`config.mk`:
```
export PLATFORM = sky130hd
export DESIGN_NAME = sorted_timer_queue_unit_flat
export DESIGN_NICKNAME = d
export VERILOG_FILES = /design/src/rtl/core/stqu_pkg.sv /design/src/rtl/core/stqu_if.sv /design/src/rtl/core/sorted_timer_queue_unit.sv /design/src/flat_wrapper.sv
export VERILOG_INCLUDE_DIRS = /design/src /design/src/rtl/core
export SDC_FILE = /design/constraint.sdc
export NUM_CORES = 2
export LEC_CHECK = 0
export BUFFER_PORTS_ARGS = -buffer_cell sky130_fd_sc_hd__buf_2
export CAP_MARGIN = 20
export CORE_MARGIN = 5
export CORE_UTILIZATION = 30
export DETAILED_ROUTE_END_ITERATION = 6
export HOLD_SLACK_MARGIN = 0.15
export MAX_ROUTING_LAYER = met4
export SLEW_MARGIN = 20
export SYNTH_ARGS = -nofsm -noshare
export SYNTH_HDL_FRONTEND = slang
export SYNTH_SLANG_ARGS = --single-unit
```
`constraint.sdc`:
```
create_clock -name clk_i -period 10.7 [get_ports clk_i]
set_input_delay 1.605 -clock clk_i [delete_from_list [all_inputs] [get_ports clk_i]]
set_output_delay 1.605 -clock clk_i [all_outputs]
set_load 0.02 [all_outputs]
```
`src/rtl/core/sorted_timer_queue_unit_assert.svh`:
```
// assertion macros for the rtl file sorted_timer_queue_unit.sv
`ifndef SORTED_TIMER_QUEUE_UNIT_ASSERT_SVH
`define SORTED_TIMER_QUEUE_UNIT_ASSERT_SVH

// same-cycle implication, disabled while in reset
`define STQU_ASSERT_IMPL(lbl, ante, cons, msg) \
  lbl: assert property (@(posedge clk_i) disable iff (!rst_ni) (ante) |-> (cons)) \
    else $error(msg);

// next-cycle implication, disabled while in reset
`define STQU_ASSERT_NEXT(lbl, ante, cons, msg) \
  lbl: assert property (@(posedge clk_i) disable iff (!rst_ni) (ante) |=> (cons)) \
    else $error(msg);

`endif

```
`src/rtl/core/stqu_pkg.sv`:
```
package stqu_pkg;

  localparam int QUEUE_DEPTH = 16;
  localparam int IW = (QUEUE_DEPTH > 1) ? $clog2(QUEUE_DEPTH) : 1;
  localparam int CW = $clog2(QUEUE_DEPTH + 1);

  localparam logic [39:0] IDLE_RESET = 40'(1 * 1000 * 1000);

  // function codes
  localparam logic [1:0] FUNC_INSERT = 2'd0;
  localparam logic [1:0] FUNC_TICK   = 2'd1;
  localparam logic [1:0] FUNC_QUERY  = 2'd2;

  // result kinds
  localparam logic [1:0] KIND_ACCEPT = 2'd0;
  localparam logic [1:0] KIND_REJECT = 2'd1;
  localparam logic [1:0] KIND_FIRED  = 2'd2;
  localparam logic [1:0] KIND_SLEEP  = 2'd3;

  typedef struct packed {
    logic [62:0] expiry;
    logic [39:0] period;
    logic        rep;
    logic [7:0]  handle;
  } ent_t;

  typedef struct packed {
    logic [39:0] period;
    logic [7:0]  handle;
  } arm_t;

  typedef enum logic [3:0] {
    S_IDLE,
    S_INS_RD,
    S_INS_WALK,
    S_INS_PUT,
    S_INS_ACK,
    S_TCK_RD,
    S_TCK_CHK,
    S_ARM_RD,
    S_ARM_LD,
    S_RPT_RD,
    S_RPT
  } state_e;

  // logical slot to physical slot of the circular table
  function automatic logic [IW-1:0] phys_idx(input logic [IW-1:0] hd,
                                             input logic [IW-1:0] lg);
    logic [IW:0] sum;
    sum = {1'b0, hd} + {1'b0, lg};
    if (sum >= (IW+1)'(QUEUE_DEPTH)) begin
      sum = sum - (IW+1)'(QUEUE_DEPTH);
    end
    return sum[IW-1:0];
  endfunction

endpackage

```
`src/rtl/core/stqu_if.sv`:
```
interface stqu_in_if;
  import stqu_pkg::*;
  logic        valid;
  logic        ready;
  logic [1:0]  func;
  logic [61:0] now;
  logic [39:0] timeout;
  logic        periodic;
  logic [7:0]  handle;

  modport source (output valid, func, now, timeout, periodic, handle, input ready);
  modport sink (input valid, func, now, timeout, periodic, handle, output ready);
endinterface

interface stqu_out_if;
  import stqu_pkg::*;
  logic        valid;
  logic        ready;
  logic [1:0]  kind;
  logic [7:0]  fired_handle;
  logic [62:0] sleep_us;
  logic        last;

  modport source (output valid, kind, fired_handle, sleep_us, last, input ready);
  modport sink (input valid, kind, fired_handle, sleep_us, last, output ready);
endinterface

```
`src/rtl/core/sorted_timer_queue_unit.sv`:
```
// sorted timer queue
// in_i carries commands: insert (now, timeout, periodic, handle), tick and
// query; out_o carries results, each with a last flag on the final one of a
// command. insert answers with one accept or reject (table full), a tick
// gives one fired result per expired head timer in expiry order and then a
// sleep report, a query gives the sleep report alone.
// the table is a circular buffer in one synchronous ram with a head pointer;
// a second small ram keeps the periodic timers fired by a tick until they
// are put back. commands are handled one at a time: in_i is ready only when
// the sequencer is idle, even while a result still waits in the output
// register. an insert walks from the tail toward its slot, one entry moved
// per cycle through the read-compare-write loop on the table ram; a
// rejected insert goes straight to its result. a tick puts each fired
// periodic timer back with an insert walk of its own, after its fired
// results and before its sleep report.
// when out_o stalls the sequencer waits in the state that emits, state held.
// reset empties the table (count 0) and sets idle_sleep to 1000000; no ram
// clearing pass is needed. idle_sleep is written on the apb port at 0x0.
module sorted_timer_queue_unit
  import stqu_pkg::*;
(
  input  logic        clk_i,
  input  logic        rst_ni,
  stqu_in_if.sink     in_i,
  stqu_out_if.source  out_o,
  input  logic        psel_i,
  input  logic        penable_i,
  input  logic        pwrite_i,
  input  logic [3:0]  paddr_i,
  input  logic [63:0] pwdata_i,
  output logic [63:0] prdata_o,
  output logic        pready_o
);

  // sequencer state
  state_e          state_q, state_d;
  logic [CW-1:0]   cnt_q, cnt_d;
  logic [IW-1:0]   hd_q, hd_d;
  logic [IW-1:0]   pos_q, pos_d;
  ent_t            new_q, new_d;
  logic [61:0]     now_q, now_d;
  logic [1:0]      knd_q, knd_d;
  logic [CW-1:0]   nrep_q, nrep_d;
  logic [IW-1:0]   ridx_q, ridx_d;
  logic            arm_q, arm_d;
  logic [39:0]     idle_q;

  // output register
  logic            ov_q, ov_d;
  logic [1:0]      okind_q, okind_d;
  logic [7:0]      ohnd_q, ohnd_d;
  logic [62:0]     osleep_q, osleep_d;
  logic            olast_q, olast_d;

  // table ram
  ent_t            ent_mem [QUEUE_DEPTH];
  ent_t            ent_rd_q;
  logic            ent_re, ent_we;
  logic [IW-1:0]   ent_raddr, ent_waddr;
  ent_t            ent_wdata;

  // re-arm ram
  arm_t            arm_mem [QUEUE_DEPTH];
  arm_t            arm_rd_q;
  logic            arm_re, arm_we;
  logic [IW-1:0]   arm_raddr;
  arm_t            arm_wdata;

  // shared decode
  logic            in_xfer, out_free, cfg_wr;
  logic            due, shift, rep_ok, last_fire, arm_last;
  logic [62:0]     head_gap;
  logic [CW-1:0]   nrep_inc;

  assign in_i.ready = (state_q == S_IDLE);
  assign in_xfer    = in_i.valid && in_i.ready;
  assign out_free   = !ov_q || out_o.ready;

  assign due       = ent_rd_q.expiry <= {1'b0, now_q};
  assign head_gap  = ent_rd_q.expiry - {1'b0, now_q};
  assign shift     = ent_rd_q.expiry > new_q.expiry;
  assign rep_ok    = ent_rd_q.rep;
  assign nrep_inc  = nrep_q + CW'(rep_ok);
  assign last_fire = (cnt_q == CW'(1));
  assign arm_last  = ({1'b0, ridx_q} + (IW+1)'(1)) == (IW+1)'(nrep_q);

  // apb register
  assign pready_o = 1'b1;
  assign cfg_wr   = psel_i && penable_i && pwrite_i && !paddr_i[3];
  assign prdata_o = paddr_i[3] ? 64'd0 : {24'd0, idle_q};

  // next state
  always_comb begin
    state_d = state_q;
    case (state_q)
      S_IDLE: begin
        if (in_xfer) begin
          case (in_i.func)
            FUNC_INSERT: state_d = (cnt_q == CW'(QUEUE_DEPTH)) ? S_INS_ACK : S_INS_RD;
            FUNC_TICK:   state_d = S_TCK_RD;
            FUNC_QUERY:  state_d = S_RPT_RD;
            default:     state_d = S_IDLE;
          endcase
        end
      end
      S_INS_RD: state_d = (cnt_q == '0) ? S_INS_PUT : S_INS_WALK;
      S_INS_WALK: begin
        if (shift) begin
          state_d = (pos_q == IW'(1)) ? S_INS_PUT : S_INS_WALK;
        end else if (arm_q) begin
          state_d = arm_last ? S_RPT_RD : S_ARM_RD;
        end else begin
          state_d = S_INS_ACK;
        end
      end
      S_INS_PUT: begin
        if (arm_q) begin
          state_d = arm_last ? S_RPT_RD : S_ARM_RD;
        end else begin
          state_d = S_INS_ACK;
        end
      end
      S_INS_ACK: if (out_free) state_d = S_IDLE;
      S_TCK_RD:  state_d = (cnt_q == '0) ? S_RPT_RD : S_TCK_CHK;
      S_TCK_CHK: begin
        if (!due) begin
          state_d = (nrep_q == '0) ? S_RPT_RD : S_ARM_RD;
        end else if (out_free && last_fire) begin
          state_d = (nrep_inc == '0) ? S_RPT_RD : S_ARM_RD;
        end
      end
      S_ARM_RD: state_d = S_ARM_LD;
      S_ARM_LD: state_d = S_INS_RD;
      S_RPT_RD: state_d = S_RPT;
      S_RPT:    if (out_free) state_d = S_IDLE;
      default:  state_d = S_IDLE;
    endcase
  end

  // datapath and ram controls
  always_comb begin
    cnt_d     = cnt_q;
    hd_d      = hd_q;
    pos_d     = pos_q;
    new_d     = new_q;
    now_d     = now_q;
    knd_d     = knd_q;
    nrep_d    = nrep_q;
    ridx_d    = ridx_q;
    arm_d     = arm_q;
    ov_d      = ov_q && !out_o.ready;
    okind_d   = okind_q;
    ohnd_d    = ohnd_q;
    osleep_d  = osleep_q;
    olast_d   = olast_q;
    ent_re    = 1'b0;
    ent_raddr = hd_q;
    ent_we    = 1'b0;
    ent_waddr = phys_idx(hd_q, pos_q);
    ent_wdata = new_q;
    arm_re    = 1'b0;
    arm_raddr = ridx_q;
    arm_we    = 1'b0;
    arm_wdata = '{period: ent_rd_q.period, handle: ent_rd_q.handle};
    case (state_q)
      S_IDLE: begin
        if (in_xfer) begin
          now_d        = in_i.now;
          new_d.expiry = {1'b0, in_i.now} + {23'd0, in_i.timeout};
          new_d.period = in_i.timeout;
          new_d.rep    = in_i.periodic;
          new_d.handle = in_i.handle;
          knd_d        = (cnt_q == CW'(QUEUE_DEPTH)) ? KIND_REJECT : KIND_ACCEPT;
          arm_d        = 1'b0;
        end
      end
      S_INS_RD: begin
        // start at the tail: the slot after the last entry
        pos_d     = cnt_q[IW-1:0];
        ent_re    = (cnt_q != '0);
        ent_raddr = phys_idx(hd_q, cnt_q[IW-1:0] - IW'(1));
      end
      S_INS_WALK: begin
        ent_we = 1'b1;
        if (shift) begin
          // later entry moves up one slot, keep walking toward the head
          ent_wdata = ent_rd_q;
          pos_d     = pos_q - IW'(1);
          ent_re    = (pos_q != IW'(1));
          ent_raddr = phys_idx(hd_q, pos_q - IW'(2));
        end else begin
          cnt_d  = cnt_q + CW'(1);
          ridx_d = ridx_q + IW'(1);
        end
      end
      S_INS_PUT: begin
        ent_we = 1'b1;
        cnt_d  = cnt_q + CW'(1);
        ridx_d = ridx_q + IW'(1);
      end
      S_INS_ACK: begin
        if (out_free) begin
          ov_d     = 1'b1;
          okind_d  = knd_q;
          ohnd_d   = new_q.handle;
          osleep_d = '0;
          olast_d  = 1'b1;
        end
      end
      S_TCK_RD: begin
        nrep_d = '0;
        ridx_d = '0;
        ent_re = (cnt_q != '0);
      end
      S_TCK_CHK: begin
        if (due && out_free) begin
          ov_d     = 1'b1;
          okind_d  = KIND_FIRED;
          ohnd_d   = ent_rd_q.handle;
          osleep_d = '0;
          olast_d  = 1'b0;
          arm_we   = rep_ok;
          nrep_d   = nrep_inc;
          // drop the head, fetch the next one
          hd_d      = phys_idx(hd_q, IW'(1));
          cnt_d     = cnt_q - CW'(1);
          ent_re    = !last_fire;
          ent_raddr = phys_idx(hd_q, IW'(1));
        end
      end
      S_ARM_RD: arm_re = 1'b1;
      S_ARM_LD: begin
        new_d.expiry = {1'b0, now_q} + {23'd0, arm_rd_q.period};
        new_d.period = arm_rd_q.period;
        new_d.rep    = 1'b1;
        new_d.handle = arm_rd_q.handle;
        arm_d        = 1'b1;
      end
      S_RPT_RD: ent_re = (cnt_q != '0);
      S_RPT: begin
        if (out_free) begin
          ov_d    = 1'b1;
          okind_d = KIND_SLEEP;
          ohnd_d  = '0;
          olast_d = 1'b1;
          if (cnt_q == '0) begin
            osleep_d = {23'd0, idle_q};
          end else if (due) begin
            osleep_d = '0;
          end else begin
            osleep_d = head_gap;
          end
        end
      end
      default: ;
    endcase
  end

  always_ff @(posedge clk_i or negedge rst_ni) begin
    if (!rst_ni) begin
      state_q <= S_IDLE;
      cnt_q   <= '0;
      hd_q    <= '0;
      nrep_q  <= '0;
      ridx_q  <= '0;
      arm_q   <= 1'b0;
      ov_q    <= 1'b0;
      idle_q  <= IDLE_RESET;
    end else begin
      state_q <= state_d;
      cnt_q   <= cnt_d;
      hd_q    <= hd_d;
      nrep_q  <= nrep_d;
      ridx_q  <= ridx_d;
      arm_q   <= arm_d;
      ov_q    <= ov_d;
      if (cfg_wr) begin
        idle_q <= pwdata_i[39:0];
      end
    end
  end

  // payload registers
  always_ff @(posedge clk_i) begin
    pos_q    <= pos_d;
    new_q    <= new_d;
    now_q    <= now_d;
    knd_q    <= knd_d;
    okind_q  <= okind_d;
    ohnd_q   <= ohnd_d;
    osleep_q <= osleep_d;
    olast_q  <= olast_d;
  end

  // table ram, read data registered and held when not read
  always_ff @(posedge clk_i) begin
    if (ent_we) begin
      ent_mem[ent_waddr] <= ent_wdata;
    end
    if (ent_re) begin
      ent_rd_q <= ent_mem[ent_raddr];
    end
  end

  // re-arm ram
  always_ff @(posedge clk_i) begin
    if (arm_we) begin
      arm_mem[nrep_q[IW-1:0]] <= arm_wdata;
    end
    if (arm_re) begin
      arm_rd_q <= arm_mem[arm_raddr];
    end
  end

  assign out_o.valid        = ov_q;
  assign out_o.kind         = okind_q;
  assign out_o.fired_handle = ohnd_q;
  assign out_o.sleep_us     = osleep_q;
  assign out_o.last         = olast_q;

`include "sorted_timer_queue_unit_assert.svh"

  `STQU_ASSERT_IMPL(a_cnt_bound, 1'b1, cnt_q <= CW'(QUEUE_DEPTH), "entry count above depth")
  `STQU_ASSERT_IMPL(a_walk_room, state_q == S_INS_WALK || state_q == S_INS_PUT,
                    cnt_q < CW'(QUEUE_DEPTH), "insert walk on a full table")
  `STQU_ASSERT_IMPL(a_fired_not_last, ov_q && okind_q == KIND_FIRED, !olast_q,
                    "fired result flagged last")
  `STQU_ASSERT_NEXT(a_fire_pops, state_q == S_TCK_CHK && due && out_free,
                    cnt_q == $past(cnt_q) - CW'(1), "fired timer not removed")

endmodule

```
`src/flat_wrapper.sv`:
```
// flat-port wrapper written by rule: the top's interface ports become plain ports
module sorted_timer_queue_unit_flat import stqu_pkg::*;
  (clk_i, rst_ni, psel_i, penable_i, pwrite_i, paddr_i, pwdata_i, prdata_o, pready_o, in_i_valid, in_i_func, in_i_now, in_i_timeout, in_i_periodic, in_i_handle, in_i_ready, out_o_valid, out_o_kind, out_o_fired_handle, out_o_sleep_us, out_o_last, out_o_ready);
  stqu_in_if in_i_i ();
  stqu_out_if out_o_i ();
  input  logic clk_i;
  input  logic rst_ni;
  input  logic psel_i;
  input  logic penable_i;
  input  logic pwrite_i;
  input  logic [3:0] paddr_i;
  input  logic [63:0] pwdata_i;
  output logic [63:0] prdata_o;
  output logic pready_o;
  input wire logic [$bits(in_i_i.valid)-1:0] in_i_valid;
  input wire logic [$bits(in_i_i.func)-1:0] in_i_func;
  input wire logic [$bits(in_i_i.now)-1:0] in_i_now;
  input wire logic [$bits(in_i_i.timeout)-1:0] in_i_timeout;
  input wire logic [$bits(in_i_i.periodic)-1:0] in_i_periodic;
  input wire logic [$bits(in_i_i.handle)-1:0] in_i_handle;
  output wire logic [$bits(in_i_i.ready)-1:0] in_i_ready;
  output wire logic [$bits(out_o_i.valid)-1:0] out_o_valid;
  output wire logic [$bits(out_o_i.kind)-1:0] out_o_kind;
  output wire logic [$bits(out_o_i.fired_handle)-1:0] out_o_fired_handle;
  output wire logic [$bits(out_o_i.sleep_us)-1:0] out_o_sleep_us;
  output wire logic [$bits(out_o_i.last)-1:0] out_o_last;
  input wire logic [$bits(out_o_i.ready)-1:0] out_o_ready;
  assign in_i_i.valid = in_i_valid;
  assign in_i_i.func = in_i_func;
  assign in_i_i.now = in_i_now;
  assign in_i_i.timeout = in_i_timeout;
  assign in_i_i.periodic = in_i_periodic;
  assign in_i_i.handle = in_i_handle;
  assign in_i_ready = in_i_i.ready;
  assign out_o_valid = out_o_i.valid;
  assign out_o_kind = out_o_i.kind;
  assign out_o_fired_handle = out_o_i.fired_handle;
  assign out_o_sleep_us = out_o_i.sleep_us;
  assign out_o_last = out_o_i.last;
  assign out_o_i.ready = out_o_ready;
  sorted_timer_queue_unit u_core (.clk_i(clk_i), .rst_ni(rst_ni), .in_i(in_i_i), .out_o(out_o_i), .psel_i(psel_i), .penable_i(penable_i), .pwrite_i(pwrite_i), .paddr_i(paddr_i), .pwdata_i(pwdata_i), .prdata_o(prdata_o), .pready_o(pready_o));
endmodule
```
==> impl_metrics.tcl <==
set metrics [dict create \
    status "finished, final reports clean" \
    grt_overflow 0 \
    grt_use_total 0.1640 \
    synth.area.mux_share 0.06909 \
    grt_max_degree 184 \
    arrival_ps 8010 \
    dr_total_vias 77660 \
    ir_worst_vdd_v 0.0003212 \
    port_buffers 276 \
    grt_pass1_vias 74770 \
    ys_ff_latch 3037 \
    antenna_found_initial 32 \
    p_leak_nw 48.28 \
    syn-mean-instance-area_um2 14.99 \
    root_buffer "clkbuf_16" \
    post_cts_buffers 0 \
    numCtsBuffers 292 \
    maxSlewViolCount 0 \
    r2r_slack_ps 3260 \
    period_minus_slack_ps 7437 \
    reg2reg_from "u_core.ent_rd_q[64]" \
    max_cap_violations 0 \
    finalSetupViolCount 0 \
    die_h_um 663.0 \
    start_util 0.3015 \
    clk_pin_slew_worst_paths_ps 60 \
    yosys_warnings 0 \
    syn_area_um2 127900 \
    hp-class "reg2reg" \
    via_per_inst 5.299 \
    postCtsHoldBufs 0 \
    syn2layout_area_growth_pct 13.20 \
    min_period_over_period 0.6951 \
    synth_cell_type_count 84 \
    max_freq_mhz 134.5 \
    synth_compound_area_frac 0.09861 \
    ant_nets 0 \
    syn_inst 8534 \
    crit_path_start "u_core.ent_rd_q[64]" \
    startpoint_type "flop" \
    cts_tree "built" \
    wire_per_inst_um 25.05 \
    powerDensity_nw_per_um2 287.3 \
    critPathRequiredTime_ps 11270 \
    rsz0062_at_grt "no" \
    endpoint "u_core.arm_wdata[28]" \
    clk-insertion-delay-late_ps 870 \
    rows 239 \
    cts_sinks 3037 \
    synth_top_family_by_area "compound AO/OA/AOI/OAI gates" \
    core_area_um2 424300 \
    drtIter0Drc 9271 \
    synth_async_sr_flop_share 0.02107 \
    seq_area_frac_synth 0.7104 \
    clk_path_buf_depth 4 \
    firstDrtPassIters 6 \
    drive_above_1_share 0.1380 \
    crit_path_end_kind "flop" \
    die_area_um2 439600 \
    path_class "reg2reg" \
    drcViolationCount 0 \
    fin_hold_ws_ps 521.2 \
    final_nets 9179 \
    cts_resized 0 \
    ioPinCount 329 \
    cp_max_fo 172 \
    fin_tns_setup_ps 0 \
    place_congestion 0.9257 \
    fin_total_pwr_mw 41.61 \
    die_w_um 663.0 \
    cts_max_level 5 \
    worst_pin_slew_ps 1344 \
    synth_fa_ha_area_frac 0.02314 \
    relSlewSlack 0.1038 \
    rr_endpoint "u_core.arm_wdata[28]" \
    r2r_cells 17 \
    grt_pass1_wl_mm 523.7 \
    hold_viol_final 0 \
    synth_xor_area_frac 0.01308 \
    synthFlopType "edfxtp_1" \
    skew_ps 42.70 \
    synth-edff-count 2973 \
    routed_wl_mm 367.1 \
    hpwl_mm 211.8 \
    synth-simple-area-share 0.05990 \
]
==> state kept, by name (all words and copies together), names as in the netlist, 2 cells and up <==
name	count
u_core.ent_mem	1792
u_core.state_q	4
u_core.cnt_q	5
u_core.nrep_q	5
u_core.out_o.kind	2
u_core.arm_rd_q	48
u_core.idle_q	40
u_core.arm_mem	768
u_core.arm_wdata	48
u_core.out_o.fired_handle	8
u_core.hd_q	4
u_core.arm_raddr	4
u_core.pos_q	4
u_core.out_o.sleep_us	63
u_core.ent_rd_q	63
u_core.now_q	62
u_core.new_q	112
==> power by group <==
group / switching (mW) / total [mW] / internal (mW)
logic: 9.67 / 14.6 / 4.97
registers: 1.19 / 17.0 / 15.8
clock network: 4.37 / 9.94 / 5.57
total: 15.2 / 41.6 / 26.4
==> cells in the mapped netlist, drive strengths merged (9+ instances only) <==
master | n | area share
a32oi | 225 | 0.015
mux2 | 89 | 0.0078
inv | 183 | 0.0054
a221oi | 230 | 0.016
nand3 | 81 | 0.0032
o21bai | 24 | 0.0014
a22o | 16 | 0.0011
nor4 | 14 | 0.00073
edfxtp | 2973 | 0.70
or3 | 14 | 0.00072
xor2 | 76 | 0.0052
xnor2 | 115 | 0.0079
o22ai | 9 | 0.00044
nor3 | 30 | 0.0013
mux4 | 240 | 0.042
buf | 256 | 0.012
dfrtp | 57 | 0.011
a21o | 100 | 0.0059
a31oi | 18 | 0.00088
a211oi | 132 | 0.0078
nand2b | 33 | 0.0016
mux2i | 243 | 0.019
and3 | 19 | 0.00093
o31ai | 17 | 0.0010
ha | 227 | 0.022
o21a | 18 | 0.0011
nand2 | 1305 | 0.038
and4 | 9 | 0.00062
clkbuf | 279 | 0.0082
o211ai | 12 | 0.00078
o21ai | 228 | 0.0089
nor2b | 67 | 0.0033
or2 | 10 | 0.00049
nor2 | 176 | 0.0052
nand4 | 38 | 0.0019
a21oi | 868 | 0.034
and2 | 13 | 0.00064
==> placed cells by master, fill, tap and decap left out, types with 115 or more instances in the layout <==
master     synthesis  layout
a211oi_1         131     131
a21oi_1          867     867
a221oi_1         228     228
a32oi_1          225     225
buf_2            129     275
buf_4             35     143
clkbuf_16          0     300
edfxtp_1        2973    2973
ha_1             227     227
inv_1            183     182
mux2i_1          243     243
mux4_2           240     240
nand2_1         1304    1302
nor2_1           176     141
o21ai_0          224     203
xnor2_1          115     115
==> layout make-up <==
class                   instances  area [µm²]
clock inverters               142        1197
diodes                         14       35.03
repair buffers                442        2930
well taps                    5663        7086
clock buffers                 373        7781
fillers                     40150      279500
multi-input cells            4802       34210
flip-flops and latches       3037       90900
inverters                     183       686.9
==> cell families (layout without fill, tap and decap cells) <==
family	after synthesis	after routing
AO/OA/AOI/OAI	1955	1955
AND/OR/NAND/NOR	1826	1826
adder cells (fa/ha/maj)	233	233
other	2	39
XOR/XNOR	191	191
flip-flops	3037	3037
buffers and inverters	718	1140
multiplexers	572	572
==> critical path, cell delays in order, from the launching register on <==
cell	delay, ps
edfxtp_1	510
ha_1	550
nand3_1	170
nor4_1	900
nand4_1	270
nor4_1	380
buf_4	250
nor3_1	70
o2111ai_1	140
o211a_2	530
o32a_1	340
and2_4	700
buf_12	530
buf_4	560
mux2i_1	240
a221oi_1	100
a211oi_1	380
a21oi_1	100
==> per-layer routing <==
| metal | share of wire | routed length [µm] | vias to the layer above | GRT usage |
|---|---|---|---|---|
| met5 | 0 | 0 | - | - |
| met4 | 0.032 | 11660 | 0 | 0.05110 |
| met3 | 0.091 | 33350 | 563 | 0.02488 |
| met2 | 0.46 | 168000 | 3771 | 0.2491 |
| met1 | 0.42 | 154100 | 39790 | 0.2272 |
| li1 | - | - | 33530 | - |
==> worst min path at each step <==
stage	end	startpoint	depth (start not counted)	slack, ps
CTS	u_core.new_q[2]	u_core.arm_rd_q[2]	2	520
global placement	u_core.new_q[2]	u_core.arm_rd_q[2]	2	500
floorplan	u_core.new_q[0]	u_core.arm_rd_q[0]	2	480
detailed placement	u_core.new_q[1]	u_core.arm_rd_q[1]	2	500
finish	u_core.new_q[2]	u_core.arm_rd_q[2]	2	520
global route	u_core.idle_q[38]	u_core.idle_q[38]	1	560
==> stage by stage <==
| stage | util | setup WS [ps] | cell area (µm²) | cells |
|---|---|---|---|---|
| finish | 0.3413 | 3263 | 144800 | 14660 |
| global route | 0.3413 | 3120 | 144800 | 14650 |
| CTS | 0.3412 | 3404 | 144800 | 14640 |
| detailed placement | 0.3200 | 3429 | 135800 | 14130 |
| global placement | 0.3200 | 3533 | 135800 | 14130 |
| floorplan | - | 1835 | 128000 | 8557 |
Power figures use the tool's default switching activity.
